**config.mk**
```make
export PLATFORM = sky130hd
export DESIGN_NAME = source_text_tokenizer_top
export DESIGN_NICKNAME = d
export VERILOG_FILES = /design/src/stt_pkg.sv /design/src/source_text_tokenizer_top.sv /design/src/stt_scan.sv /design/src/stt_queue.sv /design/src/stt_emit.sv
export SDC_FILE = /design/constraint.sdc
export NUM_CORES = 1
export LEC_CHECK = 0
export BUFFER_PORTS_ARGS = -buffer_cell sky130_fd_sc_hd__buf_2
export CAP_MARGIN = 40
export CELL_PAD_IN_SITES_DETAIL_PLACEMENT = 0
export CELL_PAD_IN_SITES_GLOBAL_PLACEMENT = 1
export CORE_MARGIN = 3
export CORE_UTILIZATION = 40
export CTS_BUF_LIST = sky130_fd_sc_hd__clkbuf_4 sky130_fd_sc_hd__clkbuf_8
export DETAILED_ROUTE_END_ITERATION = 10
export PLACE_DENSITY_LB_ADDON = 0.12
export SLEW_MARGIN = 20
export SYNTH_ARGS = -nofsm -noshare
export SYNTH_HDL_FRONTEND = slang
export SYNTH_SLANG_ARGS = --single-unit
```
**constraint.sdc**
```tcl
create_clock -name i_clk -period 10.6 [get_ports i_clk]
set_clock_uncertainty 0.1 [all_clocks]
set_input_delay 3.18 -clock i_clk [delete_from_list [all_inputs] [get_ports i_clk]]
set_output_delay 3.18 -clock i_clk [all_outputs]
set_load 0.05 [all_outputs]
```
**src/stt_pkg.sv**
```systemverilog
// ----------------------------------------------------------------------------
// stt_pkg: shared types, constants and classification for the tokenizer
// Holds the token record, type codes, delimiter test and keyword table.
// ----------------------------------------------------------------------------
`default_nettype none

package stt_pkg;

    // Field widths and limits
    localparam int MAX_TOKEN   = 35;
    localparam int LEN_W       = 6;
    localparam int COL_W       = 16;
    localparam int LINE_W      = 20;
    localparam int CH_W        = 8;
    localparam int TYPE_W      = 6;
    localparam int HEAD_BYTES  = 8;
    localparam int HEAD_W      = HEAD_BYTES * CH_W;
    localparam int QUEUE_DEPTH = 4;

    // Comment / literal tracking
    localparam logic [1:0] QM_NONE    = 2'd0;
    localparam logic [1:0] QM_COMMENT = 2'd1;
    localparam logic [1:0] QM_LITERAL = 2'd2;

    // Characters with special meaning
    localparam logic [CH_W-1:0] CH_TILDE = 8'h7E;
    localparam logic [CH_W-1:0] CH_QUOTE = 8'h22;
    localparam logic [CH_W-1:0] CH_NL    = 8'h0A;
    localparam logic [CH_W-1:0] CH_TAB   = 8'h09;
    localparam logic [CH_W-1:0] CH_SPACE = 8'h20;
    localparam logic [CH_W-1:0] CH_EQ    = 8'h3D;

    // Token type codes
    localparam logic [TYPE_W-1:0] TT_LBRACE   = 6'd0;
    localparam logic [TYPE_W-1:0] TT_RBRACE   = 6'd1;
    localparam logic [TYPE_W-1:0] TT_LBRACKET = 6'd2;
    localparam logic [TYPE_W-1:0] TT_RBRACKET = 6'd3;
    localparam logic [TYPE_W-1:0] TT_LPAREN   = 6'd4;
    localparam logic [TYPE_W-1:0] TT_RPAREN   = 6'd5;
    localparam logic [TYPE_W-1:0] TT_DOT      = 6'd6;
    localparam logic [TYPE_W-1:0] TT_COMMA    = 6'd7;
    localparam logic [TYPE_W-1:0] TT_COLON    = 6'd8;
    localparam logic [TYPE_W-1:0] TT_SEMI     = 6'd9;
    localparam logic [TYPE_W-1:0] TT_EQUALS   = 6'd10;
    localparam logic [TYPE_W-1:0] TT_TAB      = 6'd11;
    localparam logic [TYPE_W-1:0] TT_SPACE    = 6'd12;
    localparam logic [TYPE_W-1:0] TT_NEWLINE  = 6'd13;
    localparam int                TT_KW_BASE  = 14;
    localparam logic [TYPE_W-1:0] TT_COMMENT  = 6'd33;
    localparam logic [TYPE_W-1:0] TT_LITERAL  = 6'd34;
    localparam logic [TYPE_W-1:0] TT_IDENT    = 6'd35;

    // Keyword table: text right-aligned, first character in the top used byte
    localparam int KW_COUNT = 19;
    localparam logic [HEAD_W-1:0] KW_TEXT [KW_COUNT] = '{
        "include", "byte", "char", "int", "prec", "bool", "true", "false",
        "string", "function", "returns", "return", "while", "still", "do",
        "loop", "for", "static", "end"
    };
    localparam int KW_LEN [KW_COUNT] = '{
        7, 4, 4, 3, 4, 4, 4, 5, 6, 8, 7, 6, 5, 5, 2, 4, 3, 6, 3
    };

    // Raw token record: held bytes (first character lowest) plus metadata
    typedef struct packed {
        logic [HEAD_W-1:0] head;
        logic [LEN_W-1:0]  len;
        logic [COL_W-1:0]  col;
        logic [LINE_W-1:0] line;
        logic              cut;
        logic              last;
        logic              tilde;
        logic              quote;
    } t_raw;

    // Records pushed by the scanner in one cycle, first before second
    typedef struct packed {
        logic first;
        logic second;
    } t_push;

    function automatic logic is_delim(input logic [CH_W-1:0] c);
        logic d;
        unique case (c)
            "{", "}", "[", "]", "(", ")", ".", ",", ":", ";",
            "+", "-", "*", "/", "^", ">", "<",
            CH_TAB, CH_SPACE, CH_NL: d = 1'b1;
            default:                 d = 1'b0;
        endcase
        return d;
    endfunction

    function automatic logic kw_match(input logic [HEAD_W-1:0] head,
                                      input logic [LEN_W-1:0]  len,
                                      input int                k);
        logic ok;
        ok = (len == LEN_W'(KW_LEN[k]));
        for (int j = 0; j < HEAD_BYTES; j++) begin
            if (j < KW_LEN[k]) begin
                ok = ok && (head[CH_W*j +: CH_W] ==
                            KW_TEXT[k][CH_W*(KW_LEN[k]-1-j) +: CH_W]);
            end
        end
        return ok;
    endfunction

    function automatic logic [TYPE_W-1:0] classify(input t_raw r);
        logic [TYPE_W-1:0] t;
        t = r.tilde ? TT_COMMENT : (r.quote ? TT_LITERAL : TT_IDENT);
        // Earlier keywords win, so scan from the back and overwrite
        if (r.len <= LEN_W'(HEAD_BYTES)) begin
            for (int k = KW_COUNT - 1; k >= 0; k--) begin
                if (kw_match(r.head, r.len, k)) begin
                    t = TYPE_W'(TT_KW_BASE + k);
                end
            end
        end
        // Single-character punctuation and whitespace
        if (r.len == LEN_W'(1)) begin
            unique case (r.head[CH_W-1:0])
                "{":      t = TT_LBRACE;
                "}":      t = TT_RBRACE;
                "[":      t = TT_LBRACKET;
                "]":      t = TT_RBRACKET;
                "(":      t = TT_LPAREN;
                ")":      t = TT_RPAREN;
                ".":      t = TT_DOT;
                ",":      t = TT_COMMA;
                ":":      t = TT_COLON;
                ";":      t = TT_SEMI;
                CH_EQ:    t = TT_EQUALS;
                CH_TAB:   t = TT_TAB;
                CH_SPACE: t = TT_SPACE;
                CH_NL:    t = TT_NEWLINE;
                default:  t = t;
            endcase
        end
        return t;
    endfunction

endpackage

`default_nettype wire

```
**src/source_text_tokenizer_top.sv**
```systemverilog
// ----------------------------------------------------------------------------
// source_text_tokenizer_top: source text tokenizer
// Tokens pass through the 4-deep queue and then the single output register.
// Throughput: one character per cycle while o_stall is low; a character that
// ends two tokens pushes two records, which are presented one after another.
// Reset (synchronous, active low) clears all token state and the line to 0.
// ----------------------------------------------------------------------------
`default_nettype none

module source_text_tokenizer_top (
    input  wire logic                        i_clk,
    input  wire logic                        i_rst_n,
    input  wire logic                        i_valid,
    output logic                             o_stall,
    input  wire logic [stt_pkg::CH_W-1:0]    i_ch,
    input  wire logic                        i_end_of_text,
    input  wire logic                        i_cfg_we,
    input  wire logic [stt_pkg::LINE_W-1:0]  i_cfg_wdata,
    output logic                             o_valid,
    input  wire logic                        i_stall,
    output logic [stt_pkg::TYPE_W-1:0]       o_token_type,
    output logic [stt_pkg::LEN_W-1:0]        o_token_length,
    output logic [stt_pkg::COL_W-1:0]        o_token_column,
    output logic [stt_pkg::LINE_W-1:0]       o_token_line,
    output logic                             o_was_cut,
    output logic                             o_last_token
);
    import stt_pkg::*;

    t_push push;
    t_raw  rec0, rec1, head;
    logic  take, nonempty, busy, pop;

    // Accept a character transfer while the queue has room for two records
    assign o_stall = busy;
    assign take    = i_valid && !busy;

    stt_scan u_scan (
        .i_clk       (i_clk),
        .i_rst_n     (i_rst_n),
        .i_take      (take),
        .i_ch        (i_ch),
        .i_eot       (i_end_of_text),
        .i_cfg_we    (i_cfg_we),
        .i_cfg_wdata (i_cfg_wdata),
        .o_push      (push),
        .o_rec0      (rec0),
        .o_rec1      (rec1)
    );

    stt_queue u_queue (
        .i_clk      (i_clk),
        .i_rst_n    (i_rst_n),
        .i_push     (push),
        .i_rec0     (rec0),
        .i_rec1     (rec1),
        .i_pop      (pop),
        .o_head     (head),
        .o_nonempty (nonempty),
        .o_busy     (busy)
    );

    stt_emit u_emit (
        .i_clk          (i_clk),
        .i_rst_n        (i_rst_n),
        .i_head         (head),
        .i_nonempty     (nonempty),
        .o_pop          (pop),
        .o_valid        (o_valid),
        .i_stall        (i_stall),
        .o_token_type   (o_token_type),
        .o_token_length (o_token_length),
        .o_token_column (o_token_column),
        .o_token_line   (o_token_line),
        .o_was_cut      (o_was_cut),
        .o_last_token   (o_last_token)
    );

endmodule

`default_nettype wire

```
**src/stt_scan.sv**
```systemverilog
// ----------------------------------------------------------------------------
// stt_scan: character scanner
// Holds the pending token and position state, finds boundaries and cuts,
// and produces up to two raw token records per accepted character.
// ----------------------------------------------------------------------------
`default_nettype none

module stt_scan (
    input  wire logic                        i_clk,
    input  wire logic                        i_rst_n,
    input  wire logic                        i_take,
    input  wire logic [stt_pkg::CH_W-1:0]    i_ch,
    input  wire logic                        i_eot,
    input  wire logic                        i_cfg_we,
    input  wire logic [stt_pkg::LINE_W-1:0]  i_cfg_wdata,
    output stt_pkg::t_push                   o_push,
    output stt_pkg::t_raw                    o_rec0,
    output stt_pkg::t_raw                    o_rec1
);
    import stt_pkg::*;

    logic [HEAD_W-1:0] r_head, n_head;
    logic [LEN_W-1:0]  r_pl, n_pl;
    logic [CH_W-1:0]   r_prev, n_prev;
    logic [1:0]        r_qm, n_qm;
    logic              r_st, n_st;
    logic              r_sq, n_sq;
    logic [COL_W-1:0]  r_tsc, n_tsc;
    logic [COL_W-1:0]  r_cc, n_cc;
    logic [LINE_W-1:0] r_ln, n_ln;

    logic              boundary, cut, emit1;
    logic [COL_W:0]    col_sum1, col_sum2;
    logic [COL_W-1:0]  cc1, cc2;
    logic [LEN_W-1:0]  pl1, pl2;
    logic [HEAD_W-1:0] head1, head2;
    logic              st1, sq1, st2, sq2;
    logic [1:0]        qm2;
    logic [LINE_W-1:0] ln2;
    logic [COL_W-1:0]  tsc2;
    t_raw              rec_a, rec_b;

    always_comb begin
        // Boundary or length cut against the pending token
        boundary = (r_pl != '0) && (r_qm == QM_NONE) &&
                   (is_delim(r_prev) || is_delim(i_ch));
        cut      = (r_pl != '0) && !boundary && (r_pl >= LEN_W'(MAX_TOKEN));
        emit1    = boundary || cut;

        rec_a.head  = r_head;
        rec_a.len   = r_pl;
        rec_a.col   = r_tsc;
        rec_a.line  = r_ln;
        rec_a.cut   = cut;
        rec_a.last  = 1'b0;
        rec_a.tilde = r_st;
        rec_a.quote = r_sq;

        // Retire the first token
        col_sum1 = {1'b0, r_cc} + (COL_W+1)'(r_pl);
        if (emit1) begin
            cc1   = col_sum1[COL_W] ? '1 : col_sum1[COL_W-1:0];
            pl1   = '0;
            head1 = '0;
            st1   = cut && (r_qm == QM_COMMENT);
            sq1   = cut && (r_qm == QM_LITERAL);
        end else begin
            cc1   = r_cc;
            pl1   = r_pl;
            head1 = r_head;
            st1   = r_st;
            sq1   = r_sq;
        end

        // Take the character
        cc2  = cc1;
        ln2  = r_ln;
        tsc2 = r_tsc;
        if (pl1 == '0) begin
            if (i_ch == CH_NL) begin
                ln2 = (r_ln == '1) ? r_ln : r_ln + LINE_W'(1);
                cc2 = '0;
            end
            tsc2 = cc2;
        end
        head2 = head1;
        if (pl1 < LEN_W'(HEAD_BYTES)) begin
            head2 = head1 | ({{(HEAD_W-CH_W){1'b0}}, i_ch} << {pl1[2:0], 3'b000});
        end
        pl2 = pl1 + LEN_W'(1);

        qm2 = r_qm;
        priority if (r_qm == QM_NONE) begin
            if (i_ch == CH_TILDE)      qm2 = QM_COMMENT;
            else if (i_ch == CH_QUOTE) qm2 = QM_LITERAL;
        end else if (r_qm == QM_COMMENT && i_ch == CH_TILDE) begin
            qm2 = QM_NONE;
        end else if (r_qm == QM_LITERAL && i_ch == CH_QUOTE) begin
            qm2 = QM_NONE;
        end else begin
            qm2 = r_qm;
        end
        st2 = st1 || (i_ch == CH_TILDE);
        sq2 = sq1 || (i_ch == CH_QUOTE);

        rec_b.head  = head2;
        rec_b.len   = pl2;
        rec_b.col   = tsc2;
        rec_b.line  = ln2;
        rec_b.cut   = 1'b0;
        rec_b.last  = 1'b1;
        rec_b.tilde = st2;
        rec_b.quote = sq2;

        // Flush on end of text
        col_sum2 = {1'b0, cc2} + (COL_W+1)'(pl2);
        n_tsc = tsc2;
        n_ln  = ln2;
        if (i_eot) begin
            n_cc   = col_sum2[COL_W] ? '1 : col_sum2[COL_W-1:0];
            n_pl   = '0;
            n_head = '0;
            n_st   = 1'b0;
            n_sq   = 1'b0;
            n_qm   = QM_NONE;
            n_prev = '0;
        end else begin
            n_cc   = cc2;
            n_pl   = pl2;
            n_head = head2;
            n_st   = st2;
            n_sq   = sq2;
            n_qm   = qm2;
            n_prev = i_ch;
        end
    end

    // Order records so the first slot is always filled first
    assign o_push.first  = i_take && (emit1 || i_eot);
    assign o_push.second = i_take && emit1 && i_eot;
    assign o_rec0        = emit1 ? rec_a : rec_b;
    assign o_rec1        = rec_b;

    // Advance state on a transfer; load the line on a config write
    always_ff @(posedge i_clk) begin
        if (!i_rst_n) begin
            r_head <= '0;
            r_pl   <= '0;
            r_prev <= '0;
            r_qm   <= QM_NONE;
            r_st   <= 1'b0;
            r_sq   <= 1'b0;
            r_tsc  <= '0;
            r_cc   <= '0;
            r_ln   <= '0;
        end else if (i_cfg_we) begin
            r_ln <= i_cfg_wdata;
        end else if (i_take) begin
            r_head <= n_head;
            r_pl   <= n_pl;
            r_prev <= n_prev;
            r_qm   <= n_qm;
            r_st   <= n_st;
            r_sq   <= n_sq;
            r_tsc  <= n_tsc;
            r_cc   <= n_cc;
            r_ln   <= n_ln;
        end
    end

endmodule

`default_nettype wire

```
**src/stt_queue.sv**
```systemverilog
// ----------------------------------------------------------------------------
// stt_queue: raw token queue
// Small FIFO that absorbs up to two records per cycle and releases one.
// ----------------------------------------------------------------------------
`default_nettype none

module stt_queue (
    input  wire logic    i_clk,
    input  wire logic    i_rst_n,
    input  wire stt_pkg::t_push i_push,
    input  wire stt_pkg::t_raw  i_rec0,
    input  wire stt_pkg::t_raw  i_rec1,
    input  wire logic    i_pop,
    output stt_pkg::t_raw  o_head,
    output logic         o_nonempty,
    output logic         o_busy
);
    import stt_pkg::*;

    localparam int PTR_W = $clog2(QUEUE_DEPTH);
    localparam int CNT_W = $clog2(QUEUE_DEPTH + 1);

    t_raw             r_mem [QUEUE_DEPTH];
    logic [PTR_W-1:0] r_wptr, n_wptr;
    logic [PTR_W-1:0] r_rptr, n_rptr;
    logic [CNT_W-1:0] r_count, n_count;
    logic [PTR_W-1:0] wptr_next;

    assign wptr_next = r_wptr + PTR_W'(1);

    always_comb begin
        n_wptr  = r_wptr + PTR_W'(i_push.first) + PTR_W'(i_push.second);
        n_rptr  = r_rptr + PTR_W'(i_pop);
        n_count = r_count + CNT_W'(i_push.first) + CNT_W'(i_push.second)
                  - CNT_W'(i_pop);
    end

    // Write new records
    always_ff @(posedge i_clk) begin
        if (i_push.first) begin
            r_mem[r_wptr] <= i_rec0;
        end
        if (i_push.second) begin
            r_mem[wptr_next] <= i_rec1;
        end
    end

    // Track pointers and fill level
    always_ff @(posedge i_clk) begin
        if (!i_rst_n) begin
            r_wptr  <= '0;
            r_rptr  <= '0;
            r_count <= '0;
        end else begin
            r_wptr  <= n_wptr;
            r_rptr  <= n_rptr;
            r_count <= n_count;
        end
    end

    assign o_head     = r_mem[r_rptr];
    assign o_nonempty = (r_count != '0);
    // Hold off input while fewer than two slots are free
    assign o_busy     = (r_count > CNT_W'(QUEUE_DEPTH - 2));

endmodule

`default_nettype wire

```
**src/stt_emit.sv**
```systemverilog
// ----------------------------------------------------------------------------
// stt_emit: classification and output register
// Classifies the queue head and holds the result until it is transferred.
// ----------------------------------------------------------------------------
`default_nettype none

module stt_emit (
    input  wire logic                        i_clk,
    input  wire logic                        i_rst_n,
    input  wire stt_pkg::t_raw               i_head,
    input  wire logic                        i_nonempty,
    output logic                             o_pop,
    output logic                             o_valid,
    input  wire logic                        i_stall,
    output logic [stt_pkg::TYPE_W-1:0]       o_token_type,
    output logic [stt_pkg::LEN_W-1:0]        o_token_length,
    output logic [stt_pkg::COL_W-1:0]        o_token_column,
    output logic [stt_pkg::LINE_W-1:0]       o_token_line,
    output logic                             o_was_cut,
    output logic                             o_last_token
);
    import stt_pkg::*;

    logic              r_valid;
    logic [TYPE_W-1:0] r_type;
    logic [LEN_W-1:0]  r_len;
    logic [COL_W-1:0]  r_col;
    logic [LINE_W-1:0] r_line;
    logic              r_cut;
    logic              r_last;
    logic [TYPE_W-1:0] n_type;

    assign n_type = classify(i_head);
    // Load when the register is empty or its result is being taken
    assign o_pop  = i_nonempty && (!r_valid || !i_stall);

    always_ff @(posedge i_clk) begin
        if (!i_rst_n) begin
            r_valid <= 1'b0;
        end else if (!r_valid || !i_stall) begin
            r_valid <= i_nonempty;
        end
    end

    always_ff @(posedge i_clk) begin
        if (o_pop) begin
            r_type <= n_type;
            r_len  <= i_head.len;
            r_col  <= i_head.col;
            r_line <= i_head.line;
            r_cut  <= i_head.cut;
            r_last <= i_head.last;
        end
    end

    assign o_valid        = r_valid;
    assign o_token_type   = r_type;
    assign o_token_length = r_len;
    assign o_token_column = r_col;
    assign o_token_line   = r_line;
    assign o_was_cut      = r_cut;
    assign o_last_token   = r_last;

endmodule

`default_nettype wire

```
==> results of run 1 <==
per-stage QoR:
step                setup WS [ps]  total power (µW)
floorplan                    1950              4420
global placement             1810              4960
detailed placement           1710              4990
CTS                          2400              7320
global route                 1960              7580
finish                       2300              7270
report_power, final:
part           leakage (µW)  switching, µW  internal [µW]
clock               0.00122           1030           1290
sequential          0.00560            133           2930
combinational       0.00445           1300            579
total                0.0113           2470           4800
critical path: stages:
cell and delay, ps:
buf_2 410, and3b_1 260, o221ai_1 180, o21ai_1 150
a2111oi_2 350, buf_4 260, nor2_4 60, inv_2 80
ha_1 590, inv_1 310, ha_1 320, o311a_1 280
nor2_1 290, ha_1 180, a21o_1 110, a21oi_1 100
o21bai_1 150, a21oi_1 110, nor2b_1 130, o21a_1 190
nand4_4 140, or3_4 430, or3_1 360, a31oi_1 170
cell usage in the layout (no fill, tap or decap), drive strengths merged, types with 11 or more instances in the layout:
master and instances:
nor2b 77, nand3 46, and2 54, a22o 63, o31ai 25, nand3b 23
ha 19, dfxtp 150, nor2 360, buf 146, clkbuf 165, xor2 21
a211oi 15, inv 49, a22oi 65, nor4 31, nand2 199, nor3b 24
nand4b 12, or3 11, clkinv 33, mux4 88, o22ai 88, mux2i 20
a311oi 21, edfxtp 482, and3 27, o21ai 136, a21boi 12, nor3 52
a21oi 156, nand4 18, nand2b 19, xnor2 16
sequential cells by signal (all words and copies together), names as in the netlist, 2 cells and up:
register,flops
u_emit.o_token_type,6
u_queue.r_rptr,2
u_scan.r_head,64
u_queue.r_wptr,2
u_scan.r_prev,8
u_scan.r_qm,2
u_emit.o_token_column,16
u_scan.r_cc,16
u_queue.r_mem,440
u_emit.o_token_line,20
u_queue.r_count,3
u_emit.o_token_length,6
u_scan.r_pl,6
u_scan.r_ln,20
u_scan.r_tsc,16
layer usage:
| metal | routed length (µm) | track usage [%] |
|---|---|---|
| met5 | 0 | 0 |
| met1 | 43300 | 32.9 |
| met2 | 44500 | 36.8 |
| met4 | 2150 | 6.38 |
| met3 | 6550 | 4.40 |
kinds of logic (layout without fill, tap and decap cells):
family                   after synthesis  count (layout)  share of synthesized area [%]
flip-flops                           632             632                           56.4
multiplexers                         112             112                           7.18
XOR/XNOR                              37              37                           1.05
other                                  0               1                              0
AO/OA/AOI/OAI                        675             675                           14.4
buffers and inverters                255             399                           3.37
AND/OR/NAND/NOR                     1008            1008                           16.5
adder cells (fa/ha/maj)               24              24                           1.09
synth_stat cells (all sizes together) (46+ instances only):
cell      n  area share [%]
o22ai    88             1.8
nor3     52            0.89
edfxtp  482              47
clkbuf  137             1.7
nand2   199             2.4
a22oi    65             1.6
dfxtp   150             9.7
inv      46            0.56
nor2    360             4.4
mux4     88             6.4
a21oi   156             2.5
and2     54             1.1
nand3    46            0.74
a22o     63             1.8
buf      72             1.2
nor2b    77             1.6
o21ai   136             2.2
final cells by class:
class                   count  area (µm²)
multi-input cells        1856       12600
inverters                  46         183
flip-flops and latches    632       17500
repair buffers            148        1140
clock inverters            42         289
well taps                1030        1290
fillers                  7115       41400
clock buffers             163        2010
diodes                      1        2.50
worst paths after layout:
check                                           to  slack (ps)  depth (start not counted)
hold reg to reg   u_queue.r_mem[1][2]$_SDFFE_PP1P_         340                          2
setup / recovery      u_scan.r_cc[15]$_SDFFE_PN0P_        2300                         24
hold / removal    u_queue.r_mem[1][2]$_SDFFE_PP1P_         340                          2
setup reg to reg      u_scan.r_cc[15]$_SDFFE_PN0P_        4590                         22
==> results.json, run 1 <==
{
  "yosys_warnings": 0,
  "dr.pass1.iters": 6,
  "htreeDepth": 3,
  "r2r-start": "u_scan.r_pl[3]$_SDFFE_PN0P_",
  "worst_setup_path_end_kind": "flip-flop",
  "clk_latency_ps": 720,
  "fin_setup_tns_ps": 0,
  "synth_seq_area_share_pct": 56.4,
  "ir_worst_vdd_v": 0.000164,
  "dpl_cell_area_um2": 32600,
  "hold_viol_final": 0,
  "hpwl_um": 62900,
  "place_inst": 3706,
  "routed_via_density": 5.91,
  "die_area_um2": 80900,
  "async_flop_share_pct": 0,
  "drc": 0,
  "rows": 101,
  "worst_hold_slack_ps": 343,
  "cp.arrival_ps": 8820,
  "antenna_left": 0,
  "synth_area_um2": 31000,
  "grt_usage_pct": 23.3,
  "die_y_um": 284,
  "cp-start-kind": "input pin",
  "period_share_pct": 78.3,
  "p_leak_uw": 0.0113,
  "maxCapViolations": 0,
  "period_needed_ps": 8300,
  "pin_count": 86,
  "syn-mean-instance-area_um2": 11.3,
  "numCtsBuffers": 109,
  "drive_gt1_share_pct": 16.5,
  "max_slew.worst_pin.slew_ps": 887,
  "ys_types": 95,
  "final_core_util_pct": 45.8,
  "ctsResizeCount": 0,
  "hp-class": "flip-flop to flip-flop",
  "outcome": "completed",
  "vias": 23200,
  "nets": 2851,
  "rsz0062_at_grt": "no",
  "final-max-slew-violation-count": 0,
  "post_cts.repair.setup_buffers": 0,
  "overflow": 0,
  "routed_wl_um": 96500,
  "design_area_um2": 35000,
  "grt_pass1_wl_um": 144000,
  "syn_inst": 2743,
  "min-delay-start": "u_queue.r_mem[1][2]$_SDFFE_PP1P_",
  "synth_edf_count": 482,
  "grt_pass1_vias": 22900,
  "syn_nets": 2801,
  "power_density_nw_per_um2": 208,
  "cts_root_buffer": "clkbuf_8",
  "finalSetupViolCount": 0,
  "synth_ff_type": "edfxtp_1",
  "grt_max_degree": 76,
  "cts_buffer_depth": 3,
  "required_ps": 11110,
  "clock-sinks": 632,
  "coreArea_um2": 76300,
  "grt_antenna_before_repair": 1,
  "cts_tree": "done",
  "die_w_um": 284,
  "cp_max_fo": 24,
  "relSlewSlack_pct": 40.3,
  "fmax_mhz": 120,
  "cts_hold_buf": 0,
  "instances_no_fill": 3918,
  "crit_start": "i_ch[0]",
  "worstSetupPathType": "input pin to flip-flop",
  "synth.ff_latch_count": 632,
  "wire_per_inst_um": 24.6,
  "drt_iter0_drc": 2418,
  "path_clk_slew_ps": 50,
  "area_growth_pct": 12.8,
  "portBuffers": 85,
  "place_congestion": 0.840,
  "start_util_pct": 40.6
}
(Power assumes the default switching activity.)
==> run 2: changes to the inputs <==
==> constraint.sdc (replaced) <==
create_clock -name i_clk -period 6.95 [get_ports i_clk]
set_clock_uncertainty 0.1 [all_clocks]
set_input_delay 2.085 -clock i_clk [delete_from_list [all_inputs] [get_ports i_clk]]
set_output_delay 2.085 -clock i_clk [all_outputs]
set_load 0.05 [all_outputs]
==> run 2 against run 1 <==
  * Total power increased by 52%
  * Design area increased by 0.21%
  * Worst hold slack improved by 7.0 ps
  * Die area did not move
  * Via count increased by 1.0%
  * Critical path depth unchanged
  * Count of clock-buffer cells in the layout did not move
  * Critical endpoint unchanged
  * Worst setup slack worse by 1400 ps
  * Clock power grew 50%
  * Sequential cell count did not move
  * Non-clock buffer count up 33
==> results.json, run 2 (synthesized netlist as in run 1, its figures left out) <==
{
  "outcome": "completed",
  "die_area_um2": 80900,
  "place_congestion": 0.858,
  "drc": 0,
  "worst_setup_path_end_kind": "flip-flop",
  "start_util_pct": 40.6,
  "largest_register_ff_count": 440,
  "power_density_nw_per_um2": 315,
  "grt_pass1_vias": 23300,
  "layout_commonest_cell": "edfxtp_1",
  "period_needed_ps": 6090,
  "period_share_pct": 87.7,
  "p_leak_uw": 0.0114,
  "r2r_cells": 24,
  "vias": 23400,
  "fin_setup_tns_ps": 0,
  "routed_via_density": 5.93,
  "nets": 2883,
  "cts_buffer_depth": 3,
  "cts_hold_buf": 0,
  "min-delay-start": "u_queue.r_mem[1][2]$_SDFFE_PP1P_",
  "worst_hold_slack_ps": 350,
  "relSlewSlack_pct": 40.3,
  "clk_latency_ps": 730,
  "final-max-slew-violation-count": 0,
  "rows": 101,
  "cp-start-kind": "input pin",
  "hold_end": "u_queue.r_mem[1][2]$_SDFFE_PP1P_",
  "path_clk_slew_ps": 60,
  "fmax_mhz": 164,
  "required_ps": 7440,
  "ir_worst_vdd_v": 0.000216,
  "n_fill_cell": 7141,
  "coreArea_um2": 76300,
  "hold_viol_final": 0,
  "cp.arrival_ps": 6580,
  "dr.pass1.iters": 5,
  "drive_gt1_share_pct": 17.5,
  "cts_tree": "done",
  "cp_max_fo": 9,
  "hpwl_um": 62800,
  "wire_per_inst_um": 25.0,
  "r2r_slack_ps": 1430,
  "final_cell_mix": "edfxtp_1, nor2_1, nand2_1",
  "antenna_left": 0,
  "cts_root_buffer": "clkbuf_8",
  "die_y_um": 284,
  "hold_depth": 2,
  "grt_usage_pct": 24.1,
  "routed_wl_um": 98600,
  "regMostFlops": "u_queue.r_mem",
  "grt_max_degree": 73,
  "clock-sinks": 632,
  "ctsResizeCount": 0,
  "drt_iter0_drc": 2363,
  "biggestRegsByFlops": "u_queue.r_mem (440), u_scan.r_head (64)",
  "portBuffers": 85,
  "rr_endpoint": "u_scan.r_cc[15]$_SDFFE_PN0P_",
  "area_growth_pct": 13.1,
  "htreeDepth": 3,
  "post_cts.repair.setup_buffers": 0,
  "rsz0062_at_grt": "no",
  "overflow": 0,
  "die_w_um": 284,
  "max_slew.worst_pin.slew_ps": 892,
  "maxCapViolations": 0,
  "grt_pass1_wl_um": 149000,
  "pin_count": 86,
  "worstSetupPathType": "input pin to flip-flop",
  "grt_antenna_before_repair": 2,
  "numCtsBuffers": 108,
  "r2r-start": "u_scan.r_pl[4]$_SDFFE_PN0P_",
  "finalSetupViolCount": 0,
  "hp-class": "flip-flop to flip-flop"
}
-- run 2: report_power, final --
| group | switching, µW | internal (µW) | total (µW) |
|---|---|---|---|
| Clock | 1590 | 1890 | 3490 |
| Combinational | 1980 | 866 | 2840 |
| Sequential | 234 | 4470 | 4700 |
-- run 2: per-layer routing --
layer | track usage [%] | vias to the layer above | part of all wire [%]
met1 | 34.5 | 11800 | 45
met2 | 38.4 | 837 | 47
met4 | 6.15 | 2 | 1.6
li1 | - | 10600 | -
met5 | 0 | - | 0.013
met3 | 3.56 | 139 | 6.5
-- run 2: cell type report --
class	instances	area [µm²]	share of cell area, %
Antenna cell	1	2.50	0.00714
Clock inverter	37	262	0.746
Clock buffer	163	1970	5.62
Inverter	46	183	0.521
Timing Repair Buffer	181	1280	3.66
Tap cell	1030	1290	3.68
Multi-Input combinational cell	1856	12600	35.9
Sequential cell	632	17500	49.9
-- run 2: worst max path at each step --
stage            start                      endpoint  slack [ps]  depth (start not counted)
2_1_floorplan  i_ch[7]  u_scan.r_cc[11]$_SDFFE_PN0P_           7                         29
6_report       i_ch[2]  u_scan.r_cc[15]$_SDFFE_PN0P_         860                         24
3_3_place_gp   i_ch[7]  u_scan.r_cc[11]$_SDFFE_PN0P_         310                         24
4_1_cts        i_ch[7]  u_scan.r_cc[15]$_SDFFE_PN0P_         940                         24
5_1_grt        i_ch[2]  u_scan.r_cc[11]$_SDFFE_PN0P_         480                         24
3_5_place_dp   i_ch[7]  u_scan.r_cc[15]$_SDFFE_PN0P_         160                         24
-- run 2: stage by stage --
| stage | instance area [µm²] | total power, µW | setup slack [ps] | cells | util (%) |
|---|---|---|---|---|---|
| floorplan | 31100 | 6740 | 6.75 | 2743 | - |
| global placement | 32700 | 7630 | 315 | 3734 | 42.8 |
| detailed placement | 32800 | 7640 | 164 | 3742 | 43.0 |
| CTS | 35000 | 11100 | 942 | 3942 | 45.9 |
| global route | 35000 | 11500 | 479 | 3946 | 45.9 |
| finish | 35000 | 11000 | 858 | 3946 | 45.9 |
-- run 2: critical path, stage by stage --
cell       delay (ps)
buf_2             150
nor4b_1           420
o221ai_1          240
o21ai_2           150
a2111oi_4          90
nor2_4            140
inv_2              80
ha_4              160
inv_1             150
ha_1              290
o311ai_4          120
and2_1            180
ha_1              240
fa_1              460
a21oi_1           160
nor2_1             60
nor2_1            170
o21bai_1          100
a21oi_1           220
nor2b_1           110
nand3_1           200
nor2_1             80
a21oi_2           380
a31oi_1           140
